--- src/hdl/usf_pkg.sv ---
`timescale 1ns / 1ps

package usf_pkg;

  localparam int unsigned CHARS_PER_PKG = 6;
  localparam int unsigned SLOT_BYTES    = 4 * CHARS_PER_PKG;
  localparam int unsigned PKG_BYTES     = SLOT_BYTES + 8;
  localparam int unsigned POS_W         = $clog2(PKG_BYTES);
  localparam int unsigned SLOT_IDX_W    = $clog2(SLOT_BYTES);
  localparam int unsigned CHAR_CNT_W    = $clog2(CHARS_PER_PKG + 1);

  localparam int unsigned QDEPTH        = 2;
  localparam int unsigned QPTR_W        = $clog2(QDEPTH);
  localparam int unsigned QCNT_W        = $clog2(QDEPTH + 1);

  localparam int unsigned ADDR_W        = 3;
  localparam int unsigned DATA_W        = 32;

  localparam logic [2:0] LEN_NONE = 3'd0;
  localparam logic [2:0] LEN_ONE  = 3'd1;
  localparam logic [2:0] LEN_TWO  = 3'd2;
  localparam logic [2:0] LEN_THREE = 3'd3;
  localparam logic [2:0] LEN_FOUR = 3'd4;

  localparam logic [7:0] NEWLINE_BYTE = 8'h0A;

  localparam logic REG_SENDER_ID = 1'b0;

  typedef struct packed {
    logic [7:0]            data;
    logic [SLOT_IDX_W-1:0] idx;
    logic                  store;
    logic                  emit_pkg;
    logic                  emit_term;
    logic                  err;
  } usf_op_t;

  typedef struct packed {
    logic [7:0] package_byte;
    logic [4:0] byte_position;
    logic       last_of_package;
    logic       last_of_message;
    logic       decode_error;
  } usf_result_t;

  function automatic logic [2:0] lead_length(input logic [7:0] b);
    logic [3:0] nib;
    logic [2:0] len;
    nib = b[7:4];
    unique case (nib) inside
      [4'h0:4'h7]: len = LEN_ONE;
      4'hC, 4'hD:  len = LEN_TWO;
      4'hE:        len = LEN_THREE;
      4'hF:        len = LEN_FOUR;
      default:     len = LEN_NONE;
    endcase
    return len;
  endfunction

  function automatic logic [31:0] sext8(input logic [7:0] b);
    return {{24{b[7]}}, b};
  endfunction

endpackage

--- src/hdl/usf_front.sv ---
`timescale 1ns / 1ps

module usf_front (
  input  logic           clk_i,
  input  logic           rst_ni,
  input  logic           push,
  input  logic [7:0]     text_byte_i,
  input  logic           has_byte_i,
  input  logic           end_of_message_i,
  input  logic           q_full_i,
  output logic           op_valid_o,
  output usf_pkg::usf_op_t op_o
);
  import usf_pkg::*;

  logic [CHAR_CNT_W-1:0] cc_q, cc_d, cc_inc;
  logic [1:0]            bic_q, bic_d, bic_cur;
  logic [2:0]            clen_q, clen_d, len_eff, bic_inc;
  logic                  drop_q, drop_d;
  logic                  accept;
  usf_op_t               op;

  assign accept = push && !q_full_i;

  always_comb begin
    cc_d    = cc_q;
    bic_d   = bic_q;
    clen_d  = clen_q;
    drop_d  = drop_q;
    op      = '0;
    len_eff = clen_q;
    bic_cur = bic_q;
    bic_inc = '0;
    cc_inc  = cc_q + CHAR_CNT_W'(1);
    if (accept) begin
      if (has_byte_i && !drop_q) begin
        if (clen_q == LEN_NONE) begin
          len_eff = lead_length(text_byte_i);
          bic_cur = 2'd0;
        end
        if (len_eff == LEN_NONE) begin
          op.err = 1'b1;
          cc_d   = '0;
          bic_d  = '0;
          clen_d = LEN_NONE;
          drop_d = 1'b1;
        end else begin
          op.store = 1'b1;
          op.data  = text_byte_i;
          op.idx   = SLOT_IDX_W'({cc_q, bic_cur});
          bic_inc  = {1'b0, bic_cur} + 3'd1;
          if (bic_inc >= len_eff) begin
            bic_d  = '0;
            clen_d = LEN_NONE;
            if (cc_inc >= CHAR_CNT_W'(CHARS_PER_PKG)) begin
              op.emit_pkg = 1'b1;
              cc_d        = '0;
            end else begin
              cc_d = cc_inc;
            end
          end else begin
            bic_d  = bic_inc[1:0];
            clen_d = len_eff;
          end
        end
      end
      if (end_of_message_i) begin
        if (drop_d) begin
          drop_d = 1'b0;
        end else begin
          if (cc_d != '0 || clen_d != LEN_NONE) begin
            op.emit_pkg = 1'b1;
          end
          op.emit_term = 1'b1;
        end
        cc_d   = '0;
        bic_d  = '0;
        clen_d = LEN_NONE;
      end
    end
  end

  assign op_o       = op;
  assign op_valid_o = op.err || op.store || op.emit_pkg || op.emit_term;

  always_ff @(posedge clk_i or negedge rst_ni) begin
    if (!rst_ni) begin
      cc_q   <= '0;
      bic_q  <= '0;
      clen_q <= LEN_NONE;
      drop_q <= 1'b0;
    end else begin
      cc_q   <= cc_d;
      bic_q  <= bic_d;
      clen_q <= clen_d;
      drop_q <= drop_d;
    end
  end

endmodule

--- src/hdl/usf_queue.sv ---
`timescale 1ns / 1ps

module usf_queue (
  input  logic             clk_i,
  input  logic             rst_ni,
  input  logic             wr_i,
  input  usf_pkg::usf_op_t wr_op_i,
  output logic             full_o,
  input  logic             rd_i,
  output logic             valid_o,
  output usf_pkg::usf_op_t rd_op_o
);
  import usf_pkg::*;

  usf_op_t            mem_q [QDEPTH];
  logic [QPTR_W-1:0]  wr_ptr_q, rd_ptr_q;
  logic [QCNT_W-1:0]  cnt_q;
  logic               do_wr, do_rd;

  assign full_o  = (cnt_q == QCNT_W'(QDEPTH));
  assign valid_o = (cnt_q != '0);
  assign rd_op_o = mem_q[rd_ptr_q];
  assign do_wr   = wr_i && !full_o;
  assign do_rd   = rd_i && valid_o;

  always_ff @(posedge clk_i) begin
    if (do_wr) begin
      mem_q[wr_ptr_q] <= wr_op_i;
    end
  end

  always_ff @(posedge clk_i or negedge rst_ni) begin
    if (!rst_ni) begin
      wr_ptr_q <= '0;
      rd_ptr_q <= '0;
      cnt_q    <= '0;
    end else begin
      if (do_wr) begin
        wr_ptr_q <= (wr_ptr_q == QPTR_W'(QDEPTH - 1)) ? '0 : wr_ptr_q + QPTR_W'(1);
      end
      if (do_rd) begin
        rd_ptr_q <= (rd_ptr_q == QPTR_W'(QDEPTH - 1)) ? '0 : rd_ptr_q + QPTR_W'(1);
      end
      case ({do_wr, do_rd})
        2'b10:   cnt_q <= cnt_q + QCNT_W'(1);
        2'b01:   cnt_q <= cnt_q - QCNT_W'(1);
        default: cnt_q <= cnt_q;
      endcase
    end
  end

endmodule

--- src/hdl/usf_back.sv ---
`timescale 1ns / 1ps

module usf_back (
  input  logic                 clk_i,
  input  logic                 rst_ni,
  input  logic                 op_valid_i,
  input  usf_pkg::usf_op_t     op_i,
  output logic                 op_pop_o,
  input  logic [31:0]          sender_id_i,
  input  logic                 pop,
  output logic                 empty,
  output usf_pkg::usf_result_t result_o
);
  import usf_pkg::*;

  typedef enum logic [1:0] {
    BK_IDLE = 2'b01,
    BK_EMIT = 2'b10
  } usf_back_state_e;

  usf_back_state_e   st_q, st_d;
  logic [7:0]        slot_q [SLOT_BYTES];
  logic [7:0]        slot_d [SLOT_BYTES];
  logic [31:0]       chk_q, chk_d;
  logic [POS_W-1:0]  pos_q, pos_d, pos_off;
  logic [POS_W+4:0]  pos_ext;
  logic              cur_term_q, cur_term_d;
  logic              term_next_q, term_next_d;
  logic              out_vld_q, out_vld_d;
  usf_result_t       out_q, out_d;
  logic              out_free, last_pos;
  logic [7:0]        cur_byte;

  assign out_free = !out_vld_q || pop;
  assign last_pos = (pos_q == POS_W'(PKG_BYTES - 1));
  assign pos_off  = pos_q - POS_W'(4);
  assign pos_ext  = {5'd0, pos_q};

  always_comb begin
    if (pos_q < POS_W'(4)) begin
      cur_byte = sender_id_i[8*pos_q[1:0] +: 8];
    end else if (pos_q >= POS_W'(PKG_BYTES - 4)) begin
      cur_byte = chk_q[8*pos_q[1:0] +: 8];
    end else begin
      cur_byte = slot_q[pos_off[SLOT_IDX_W-1:0]];
    end
  end

  always_comb begin
    st_d        = st_q;
    slot_d      = slot_q;
    chk_d       = chk_q;
    pos_d       = pos_q;
    cur_term_d  = cur_term_q;
    term_next_d = term_next_q;
    out_vld_d   = out_vld_q && !pop;
    out_d       = out_q;
    op_pop_o    = 1'b0;
    unique case (st_q)
      BK_IDLE: begin
        if (op_valid_i && out_free) begin
          op_pop_o = 1'b1;
          if (op_i.err) begin
            out_vld_d             = 1'b1;
            out_d.package_byte    = 8'd0;
            out_d.byte_position   = 5'd0;
            out_d.last_of_package = 1'b0;
            out_d.last_of_message = 1'b1;
            out_d.decode_error    = 1'b1;
            for (int i = 0; i < SLOT_BYTES; i++) begin
              slot_d[i] = 8'd0;
            end
            chk_d = '0;
          end else begin
            if (op_i.store) begin
              slot_d[op_i.idx] = op_i.data;
              chk_d            = chk_q + sext8(op_i.data);
            end
            pos_d = '0;
            if (op_i.emit_pkg) begin
              st_d        = BK_EMIT;
              cur_term_d  = 1'b0;
              term_next_d = op_i.emit_term;
            end else if (op_i.emit_term) begin
              for (int i = 0; i < SLOT_BYTES; i++) begin
                slot_d[i] = 8'd0;
              end
              slot_d[0]   = NEWLINE_BYTE;
              chk_d       = {24'd0, NEWLINE_BYTE};
              st_d        = BK_EMIT;
              cur_term_d  = 1'b1;
              term_next_d = 1'b0;
            end
          end
        end
      end
      BK_EMIT: begin
        if (out_free) begin
          out_vld_d             = 1'b1;
          out_d.package_byte    = cur_byte;
          out_d.byte_position   = pos_ext[4:0];
          out_d.last_of_package = last_pos;
          out_d.last_of_message = last_pos && cur_term_q;
          out_d.decode_error    = 1'b0;
          if (pos_q < POS_W'(4)) begin
            chk_d = chk_q + sext8(cur_byte);
          end
          pos_d = pos_q + POS_W'(1);
          if (last_pos) begin
            pos_d = '0;
            for (int i = 0; i < SLOT_BYTES; i++) begin
              slot_d[i] = 8'd0;
            end
            chk_d = '0;
            if (term_next_q) begin
              slot_d[0]   = NEWLINE_BYTE;
              chk_d       = {24'd0, NEWLINE_BYTE};
              cur_term_d  = 1'b1;
              term_next_d = 1'b0;
            end else begin
              st_d = BK_IDLE;
            end
          end
        end
      end
      default: begin
        st_d = BK_IDLE;
      end
    endcase
  end

  always_ff @(posedge clk_i or negedge rst_ni) begin
    if (!rst_ni) begin
      st_q        <= BK_IDLE;
      for (int i = 0; i < SLOT_BYTES; i++) begin
        slot_q[i] <= 8'd0;
      end
      chk_q       <= '0;
      pos_q       <= '0;
      cur_term_q  <= 1'b0;
      term_next_q <= 1'b0;
      out_vld_q   <= 1'b0;
    end else begin
      st_q        <= st_d;
      slot_q      <= slot_d;
      chk_q       <= chk_d;
      pos_q       <= pos_d;
      cur_term_q  <= cur_term_d;
      term_next_q <= term_next_d;
      out_vld_q   <= out_vld_d;
    end
  end

  always_ff @(posedge clk_i) begin
    out_q <= out_d;
  end

  assign empty    = !out_vld_q;
  assign result_o = out_q;

endmodule

--- src/hdl/utf8_slot_package_framer.sv ---
`timescale 1ns / 1ps
// Framer that packs UTF-8 message text into fixed 32-byte packages.
// Input channel: push/full queue interface carrying text_byte_i, has_byte_i
// and end_of_message_i; one beat is taken whenever the internal two-entry
// op queue has room.
// Result channel: empty/pop queue interface; the oldest result byte sits on
// the ports while empty is low and leaves on a beat with pop high.
// Each package streams out one result byte a cycle while pop keeps up, once
// its op has left the queue; a message end with pending text yields 64
// bytes (partial package then terminator). An idle back end takes a
// completing beat's op into its state register, then registers the first
// byte. Sustained input rate is bound by the package stream. An invalid
// lead byte gives a single error beat, registered as its op leaves the
// queue, which waits for any current package to go out. A stall on pop
// holds the output register; the back end then holds, the op queue fills
// and full rises, with no beat lost. Reset clears all slots, counters and
// the sender id; no clearing pass. Users write sender_id at byte address
// 0 of the APB port only while idle; the block does not enforce it.

module utf8_slot_package_framer (
  input  logic                       clk_i,
  input  logic                       rst_ni,
  input  logic                       push,
  output logic                       full,
  input  logic [7:0]                 text_byte_i,
  input  logic                       has_byte_i,
  input  logic                       end_of_message_i,
  output logic                       empty,
  input  logic                       pop,
  output logic [7:0]                 package_byte_o,
  output logic [4:0]                 byte_position_o,
  output logic                       last_of_package_o,
  output logic                       last_of_message_o,
  output logic                       decode_error_o,
  input  logic                       psel,
  input  logic                       penable,
  input  logic                       pwrite,
  input  logic [usf_pkg::ADDR_W-1:0] paddr,
  input  logic [usf_pkg::DATA_W-1:0] pwdata,
  output logic [usf_pkg::DATA_W-1:0] prdata,
  output logic                       pready
);
  import usf_pkg::*;

  logic [31:0]  sender_id_q;
  logic         wr_en;
  logic         op_valid, q_full, q_valid, q_pop;
  usf_op_t      op, q_op;
  usf_result_t  result;

  assign pready = 1'b1;
  assign wr_en  = psel && penable && pwrite && pready;
  assign prdata = (paddr[2] == REG_SENDER_ID) ? sender_id_q : '0;

  always_ff @(posedge clk_i or negedge rst_ni) begin
    if (!rst_ni) begin
      sender_id_q <= '0;
    end else if (wr_en && paddr[2] == REG_SENDER_ID) begin
      sender_id_q <= pwdata;
    end
  end

  assign full = q_full;

  usf_front u_front (
    .clk_i            (clk_i),
    .rst_ni           (rst_ni),
    .push             (push),
    .text_byte_i      (text_byte_i),
    .has_byte_i       (has_byte_i),
    .end_of_message_i (end_of_message_i),
    .q_full_i         (q_full),
    .op_valid_o       (op_valid),
    .op_o             (op)
  );

  usf_queue u_queue (
    .clk_i   (clk_i),
    .rst_ni  (rst_ni),
    .wr_i    (op_valid),
    .wr_op_i (op),
    .full_o  (q_full),
    .rd_i    (q_pop),
    .valid_o (q_valid),
    .rd_op_o (q_op)
  );

  usf_back u_back (
    .clk_i       (clk_i),
    .rst_ni      (rst_ni),
    .op_valid_i  (q_valid),
    .op_i        (q_op),
    .op_pop_o    (q_pop),
    .sender_id_i (sender_id_q),
    .pop         (pop),
    .empty       (empty),
    .result_o    (result)
  );

  assign package_byte_o    = result.package_byte;
  assign byte_position_o   = result.byte_position;
  assign last_of_package_o = result.last_of_package;
  assign last_of_message_o = result.last_of_message;
  assign decode_error_o    = result.decode_error;

endmodule

--- config.mk ---
export PLATFORM = sky130hd
export DESIGN_NAME = utf8_slot_package_framer
export DESIGN_NICKNAME = d
export VERILOG_FILES = /design/src/hdl/usf_pkg.sv /design/src/hdl/usf_front.sv /design/src/hdl/usf_queue.sv /design/src/hdl/usf_back.sv /design/src/hdl/utf8_slot_package_framer.sv
export SDC_FILE = /design/constraint.sdc
export NUM_CORES = 1
export LEC_CHECK = 0
export BUFFER_PORTS_ARGS = -buffer_cell sky130_fd_sc_hd__buf_2
export CELL_PAD_IN_SITES_DETAIL_PLACEMENT = 0
export CELL_PAD_IN_SITES_GLOBAL_PLACEMENT = 1
export CORE_MARGIN = 4
export CORE_UTILIZATION = 50
export DETAILED_ROUTE_END_ITERATION = 10
export PLACE_DENSITY = 0.88
export REMOVE_ABC_BUFFERS = 1
export SETUP_SLACK_MARGIN = 0.15
export SLEW_MARGIN = 10
export SYNTH_ARGS = -nofsm -noshare
export SYNTH_HDL_FRONTEND = slang
export SYNTH_SLANG_ARGS = --single-unit
--- constraint.sdc ---
create_clock -name clk_i -period 6.55 [get_ports clk_i]
set_clock_uncertainty 0.15 [all_clocks]
set_input_delay 0.3275 -clock clk_i [delete_from_list [all_inputs] [get_ports clk_i]]
set_output_delay 0.3275 -clock clk_i [all_outputs]
set_load 0.03 [all_outputs]
## Word-level counts from Yosys, hierarchy flattened

Memories as Yosys holds them, arrays and structs flattened.
Index checks and enable logic that the tools add are counted.

- Add/sub/neg operators: 10
- Reductions and logical operators: 38
- Shift-type cells: 2
- Eq/ne operators: 19
- Mux-type cells: 107
- Bitwise logic cells: 3
- $lt $le $gt $ge: 9

Operators by type and width:

| kind | number |
|---|---|
| 192-bit 2-to-1 mux | 7 |
| 192-bit one-hot mux with 2 select lines | 1 |
| 32-bit 2-to-1 mux | 9 |
| 192-bit bitwise mux | 1 |
| 32-bit adder | 2 |
| 32-bit one-hot mux with 2 select lines | 1 |
| 32-bit by 6-bit variable part select with 8-bit output | 2 |
| 16-bit 2-to-1 mux | 3 |
| 3-bit 2-to-1 mux | 14 |
| 8-bit binary-select mux with 5-bit select | 1 |
| 8-bit demux with 5-bit select | 1 |
| 8-bit 2-to-1 mux | 5 |
| 2-bit 2-to-1 mux | 16 |
| 16-bit one-hot mux with 2 select lines | 1 |
| 1-bit 2-to-1 mux | 31 |
| 15-bit 2-to-1 mux | 2 |
| 5-bit 2-to-1 mux | 4 |
| 17-bit 2-to-1 mux | 1 |
| 4-bit equality test, second input constant | 4 |
| 4-bit AND reduction | 4 |
| 6-bit greater-or-equal comparator, second input constant | 2 |
| 1-bit logical AND | 12 |
| 5-bit inverter with 6-bit output | 2 |
| 3-bit one-hot mux with 4 select lines | 1 |
| 35 further kinds | 61 |

- Word-level logic and storage cells: 232
- Register bits after elaboration: 295
- Bits in writable memories: 34
- Bits of input ports: 52
- Output and inout port bits: 51
- Memories kept: 1

Memories:

| memory | depth | bits a word | rd ports | clocked after Yosys merged registers in | write ports | line | text |
|---|---|---|---|---|---|---|---|
| u_queue.mem_q | 2 | 17 | 1 | 0 | 1 | usf_queue.sv:15 | `usf_op_t mem_q [QDEPTH];` |

## Longest topological paths before layout

- Word-level depth: 23
- Mapped depth: 25
- Gate-level depth less buffers: 20

## Hierarchy

A second synthesis with hierarchy kept.

- Cells, all modules: 1781
- Area total of the unflattened synthesis: 19636.3 um2

Modules (own cells, without submodules):

| module | area an instance (um2) | times used | cells each | sequential area each (um2) |
|---|---|---|---|---|
| usf_back | 15708.8 | 1 | 1495 | 6337.3 |
| utf8_slot_package_framer | 1554.0 | 1 | 105 | 800.8 |
| usf_queue | 1433.9 | 1 | 71 | 1121.1 |
| usf_front | 939.7 | 1 | 110 | 225.2 |

## Worst setup path after synthesis

OpenSTA, ideal clock, no wires.

- Path type: reg-to-reg
- Start point: register u_back.pos_q[0]
- End point: register u_back.chk_q[30]
- Clock period less this slack: 5325 ps
- Data required time: 6263 ps
- Cell stages (with the launch flop): 22
- Data arrival time: 5038 ps
- Path slack: 1225 ps
- Path buffers: 4
- Library setup time: 137 ps
- Path through: dfrtp_1 > buf_6 > buf_6 > buf_4 > buf_2 > inv_1 > ha_1 > nand2_1 > o21ai_0 > nand2_1 > o22ai_1 > nor2_1 > ha_1 > a21oi_1 > o21ai_0 > a21oi_1 > o31a_1 > o31a_1 > o21ai_0 > o41ai_1 > mux2i_1 > o211ai_1

- Cells in the longest elaborated chain, start to end: 12
- Elaborated cells between the ends (all ways): 19
- Those cells by class: add/sub: 2; order compare: 2; eq/ne: 2; shift: 2; mux: 9; bitwise: 1; reduce/logical: 1

Ends and longest elaborated chain:

| what | line | text |
|---|---|---|
| from (decl) | usf_back.sv:25 | `logic [POS_W-1:0] pos_q, pos_d, pos_off;` |
| from (signal assigned) | usf_back.sv:147 | `pos_q <= pos_d;` |
| 5-bit by 3-bit subtractor with 5-bit output | usf_back.sv:36 | `assign pos_off = pos_q - POS_W'(4);` |
| 5-bit inverter with 6-bit output (not written as such) | usf_back.sv:45 | `cur_byte = slot_q[pos_off[SLOT_IDX_W-1:0]];` |
| 8-bit binary-select mux with 5-bit select | usf_back.sv:45 |  |
| 8-bit 2-to-1 mux (not written as such) (2 in a row) | usf_back.sv:45 |  |
| 8-bit 2-to-1 mux | usf_back.sv:42 | `end else if (pos_q >= POS_W'(PKG_BYTES - 4)) begin` |
| 8-bit 2-to-1 mux (*) | usf_back.sv:40 | `if (pos_q < POS_W'(4)) begin` |
| net u_back.cur_byte[7] | usf_back.sv:32 | `logic [7:0] cur_byte;` |
| 32-bit adder (*) | usf_back.sv:106 | `chk_d = chk_q + sext8(cur_byte);` |
| 32-bit 2-to-1 mux (*) | usf_back.sv:105 | `if (pos_q < POS_W'(4)) begin` |
| 32-bit 2-to-1 mux (*) | usf_back.sv:109 | `if (last_pos) begin` |
| 32-bit 2-to-1 mux (*) | usf_back.sv:98 | `if (out_free) begin` |
| 32-bit one-hot mux with 2 select lines (*) | usf_back.sv:59 | `unique case (st_q)` |
| to (signal assigned) | usf_back.sv:146 | `chk_q <= chk_d;` |
| to (decl) | usf_back.sv:24 | `logic [31:0] chk_q, chk_d;` |

The timed path passes the listed nets; every way through them passes the cells marked *. The select of a mux whose other input is x is not followed.
A chain may end at the register's enable or synchronous reset.

## Worst setup path after layout

- Start point: register u_back.pos_q[3]
- End point: register u_back.chk_q[30]

Same word-level chain as after synthesis.

==> impl_metrics.py <==
metrics = {
    "yosys": {
        "yosysSeqAreaShare": 0.445,
        "yosys.area.top_type_share": 0.365,
        "async_flop_share": 0.848,
        "synthesis.area_mm2": 0.0191,
        "ys_seq_elements": 329,
        "synth_top_area_cell": "dfrtp_1",
        "syn_avg_cell_area_um2": 10.5,
        "yosysWarnings": 0,
        "yosysUniqueCellTypes": 79,
        "synthTopCellsByArea": "dfrtp_1 (37%), mux4_2 (8.4%), edfxtp_1 (7.9%)",
        "syn_inst": 1822,
        "synth-edff-count": 50,
        "synthFlopType": "dfrtp_1",
    },
    "sta": {
        "rsz0062_at_grt": "no",
        "final_hold_viol_count": 0,
        "setup_viol": 0,
        "timing.hold.ws_ns": 0.0317,
        "maxSlewHeadroom": 0.201,
        "fin_setup_tns_ns": 0,
        "worst_slew_pin_slew_ns": 1.20,
        "min_period_over_period": 0.893,
        "slew_violations": 0,
        "fmax_ghz": 0.171,
        "min_period_ns": 5.85,
    },
    "grt": {
        "met2_usage": 0.392,
        "grtUsageTotal": 0.249,
        "grt_pass1_wl_um": 83000,
        "grt-busiest-layer": "met2",
        "grt_use_met1": 0.356,
        "antenna_found_initial": 0,
        "grt_overflow": 0,
        "first_global_vias": 15000,
        "grt_max_degree": 191,
        "grt_use_met3": 0.0445,
    },
    "place": {
        "place_hpwl_um": 34000,
        "dp_cells": 2346,
        "portBuffers": 99,
        "globalplace.congestion": 0.915,
    },
    "route": {
        "wire_per_inst_um": 21.0,
        "vias": 15100,
        "viasPerCell": 6.15,
        "dr.pass1.iters": 6,
        "post-route-drc-count": 0,
        "drt_iter0_markers": 1468,
        "drt_wl_total_um": 51500,
        "ant_nets": 0,
    },
    "clock_tree": {
        "numCtsBuffers": 38,
        "cts.sinks": 329,
        "cts_tree": "done",
        "clock_latency_ns": 0.55,
        "htree_levels": 2,
        "cts_resized": 0,
        "root_buffer": "clkbuf_16",
        "cts_max_path_buffers": 3,
        "clkTransAtPathRegs_ns": 0.06,
    },
    "die": {
        "core_mm2": 0.0377,
        "start_util": 0.506,
        "die_w_um": 203,
        "rows": 71,
        "die_area_mm2": 0.0413,
        "die_h_um": 203,
        "io_pins": 103,
    },
    "setup_path": {
        "path_class": "register to register",
        "critical_path.startpoint_type": "register",
        "required_ns": 6.79,
        "arrival_ns": 6.09,
        "cp-end-kind": "register",
        "r2r_cells": 18,
        "crit_path_max_fanout": 25,
    },
    "finish": {
        "antenna_cells": 0,
        "final_cell_mix": "dfrtp_1 (276), nor2_1 (248), a211oi_1 (198), nand2_1 (119), buf_2 (98)",
        "syn2layout_area_growth_pct": 13.9,
        "nets": 2047,
        "layout.cells.non_filler": 2457,
        "fillers": 3185,
        "layout_commonest_cell": "dfrtp_1",
        "layout-drive-gt1-share": 0.183,
        "fin_util": 0.576,
    },
    "status": {
        "status": "finished, final reports clean",
    },
    "worst_hold_path": {
        "worst_hold_path_type": "input port to register",
        "hold_depth": 2,
    },
    "flow_run": {
        "cap_viol_max_count": 0,
    },
    "power": {
        "p_leak_nw": 9.06,
        "power_density_mw_per_mm2": 499,
        "irDropWorstVdd_v": 0.000434,
    },
}
-- kinds of logic after synthesis --
family,after synthesis,synth area share
DFF,329,0.445
other,1,0.000197
muxes,128,0.116
adders and majority gates,78,0.0519
and+or+nand+nor,551,0.136
AOI/OAI and AO/OA,523,0.190
xor gates and xnor gates,53,0.0248
buffers and inverters,159,0.0358
-- synthesized netlist by cell type, types with 7 or more instances --
| cell | count |
|---|---|
| dfrtp_1 | 278 |
| nor2_1 | 249 |
| a211oi_1 | 198 |
| nand2_1 | 119 |
| a21oi_1 | 86 |
| ha_1 | 75 |
| mux4_2 | 71 |
| clkbuf_1 | 70 |
| o21ai_0 | 67 |
| edfxtp_1 | 50 |
| inv_1 | 42 |
| nor2b_1 | 40 |
| mux2_2 | 38 |
| xor2_1 | 35 |
| a21o_1 | 34 |
| buf_2 | 32 |
| and2_1 | 30 |
| mux2i_1 | 19 |
| xnor2_1 | 17 |
| a22o_1 | 16 |
| nand3_1 | 16 |
| nand2b_1 | 14 |
| nor3_1 | 14 |
| nor2_2 | 13 |
| o22ai_1 | 13 |
| and3_1 | 12 |
| o211ai_1 | 12 |
| nor2_4 | 11 |
| o21ai_1 | 11 |
| a22oi_1 | 9 |
| buf_4 | 8 |
| o31ai_1 | 8 |
| or3_1 | 8 |
| a221o_1 | 7 |
| a31oi_1 | 7 |
| o21bai_1 | 7 |
-- per-stage QoR --
stage               setup WS, ns  cell area (µm²)  total power [mW]
floorplan                  -7.26            18500              6.78
CTS                        0.703            21700              10.8
detailed placement         0.770            20000              8.56
global route               0.259            21700              11.5
finish                     0.698            21700              10.8
global placement           0.831            20000              8.45
-- routing by layer --
metal,part of all wire,vias to the layer above
li1,-,6958
met5,0,-
met2,0.46,571
met1,0.43,7468
met4,0.030,0
met3,0.071,106
-- sequential cells by signal, indices dropped and copies added, names as in the netlist, 2 cells and up --
signal / flops
u_back.st_q: 2
u_front.bic_q: 2
u_back.result_o: 16
sender_id_q: 32
u_back.pos_q: 5
u_front.cc_q: 3
u_front.clen_q: 3
u_queue.cnt_q: 2
u_back.chk_q: 32
u_back.slot_q: 192
u_queue.mem_q: 34
-- path summary, 6_finish.rpt --
path | from | to | slack [ns]
setup / recovery | u_back.pos_q[3]$_DFFE_PN0P_ | u_back.chk_q[30]$_DFFE_PN0P_ | 0.70
hold / removal | text_byte_i[6] | u_queue.mem_q[1][15]$_DFFE_PP_ | 0.03
min in group asynchronous | rst_ni | u_front.clen_q[2]$_DFFE_PN0P_ | 0.19
hold reg to reg | u_back.st_q[0]$_DFFE_PN1P_ | u_back.st_q[0]$_DFFE_PN1P_ | 0.35
setup reg to reg | u_back.pos_q[3]$_DFFE_PN0P_ | u_back.chk_q[30]$_DFFE_PN0P_ | 0.70
max in group asynchronous | rst_ni | u_back.slot_q[125]$_DFFE_PN0P_ | 4.46
-- cell type report --
cell class,count,area (µm²),area share
clock buffers,49,1050,0.0485
clock inverters,19,230,0.0106
inverters,44,165,0.00761
multi-input cells,1334,9930,0.458
flip-flops and latches,329,8490,0.391
well taps,511,639,0.0295
repair buffers,171,1190,0.0549
-- critical path: stages (launching register included) --
cell	delay (ns)
dfrtp_1	0.43
inv_1	0.12
ha_1	0.60
mux4_2	0.28
nand2_1	0.05
and3_1	0.20
a211oi_1	0.28
a311oi_2	0.12
nor2_2	0.98
ha_1	0.45
a21oi_1	0.21
o21ai_0	0.16
a21oi_1	0.21
o31a_1	0.24
o31a_1	0.27
o21ai_0	0.17
o41ai_1	0.39
mux2i_1	0.27
o211ai_1	0.10
-- timing repair --
action | 4_1_cts | 5_1_grt
hold endpoints to repair | 144 | 0
hold buffers | 43 | 0
setup buffers | 0 | 0
-- power breakdown --
group          switching [mW]  leakage (nW)  total, mW  internal (mW)
logic                    3.50          4.19       5.62           2.12
registers               0.416          4.24       3.04           2.62
clock network           0.864         0.629       2.16           1.30
(Power assumes the default switching activity.)
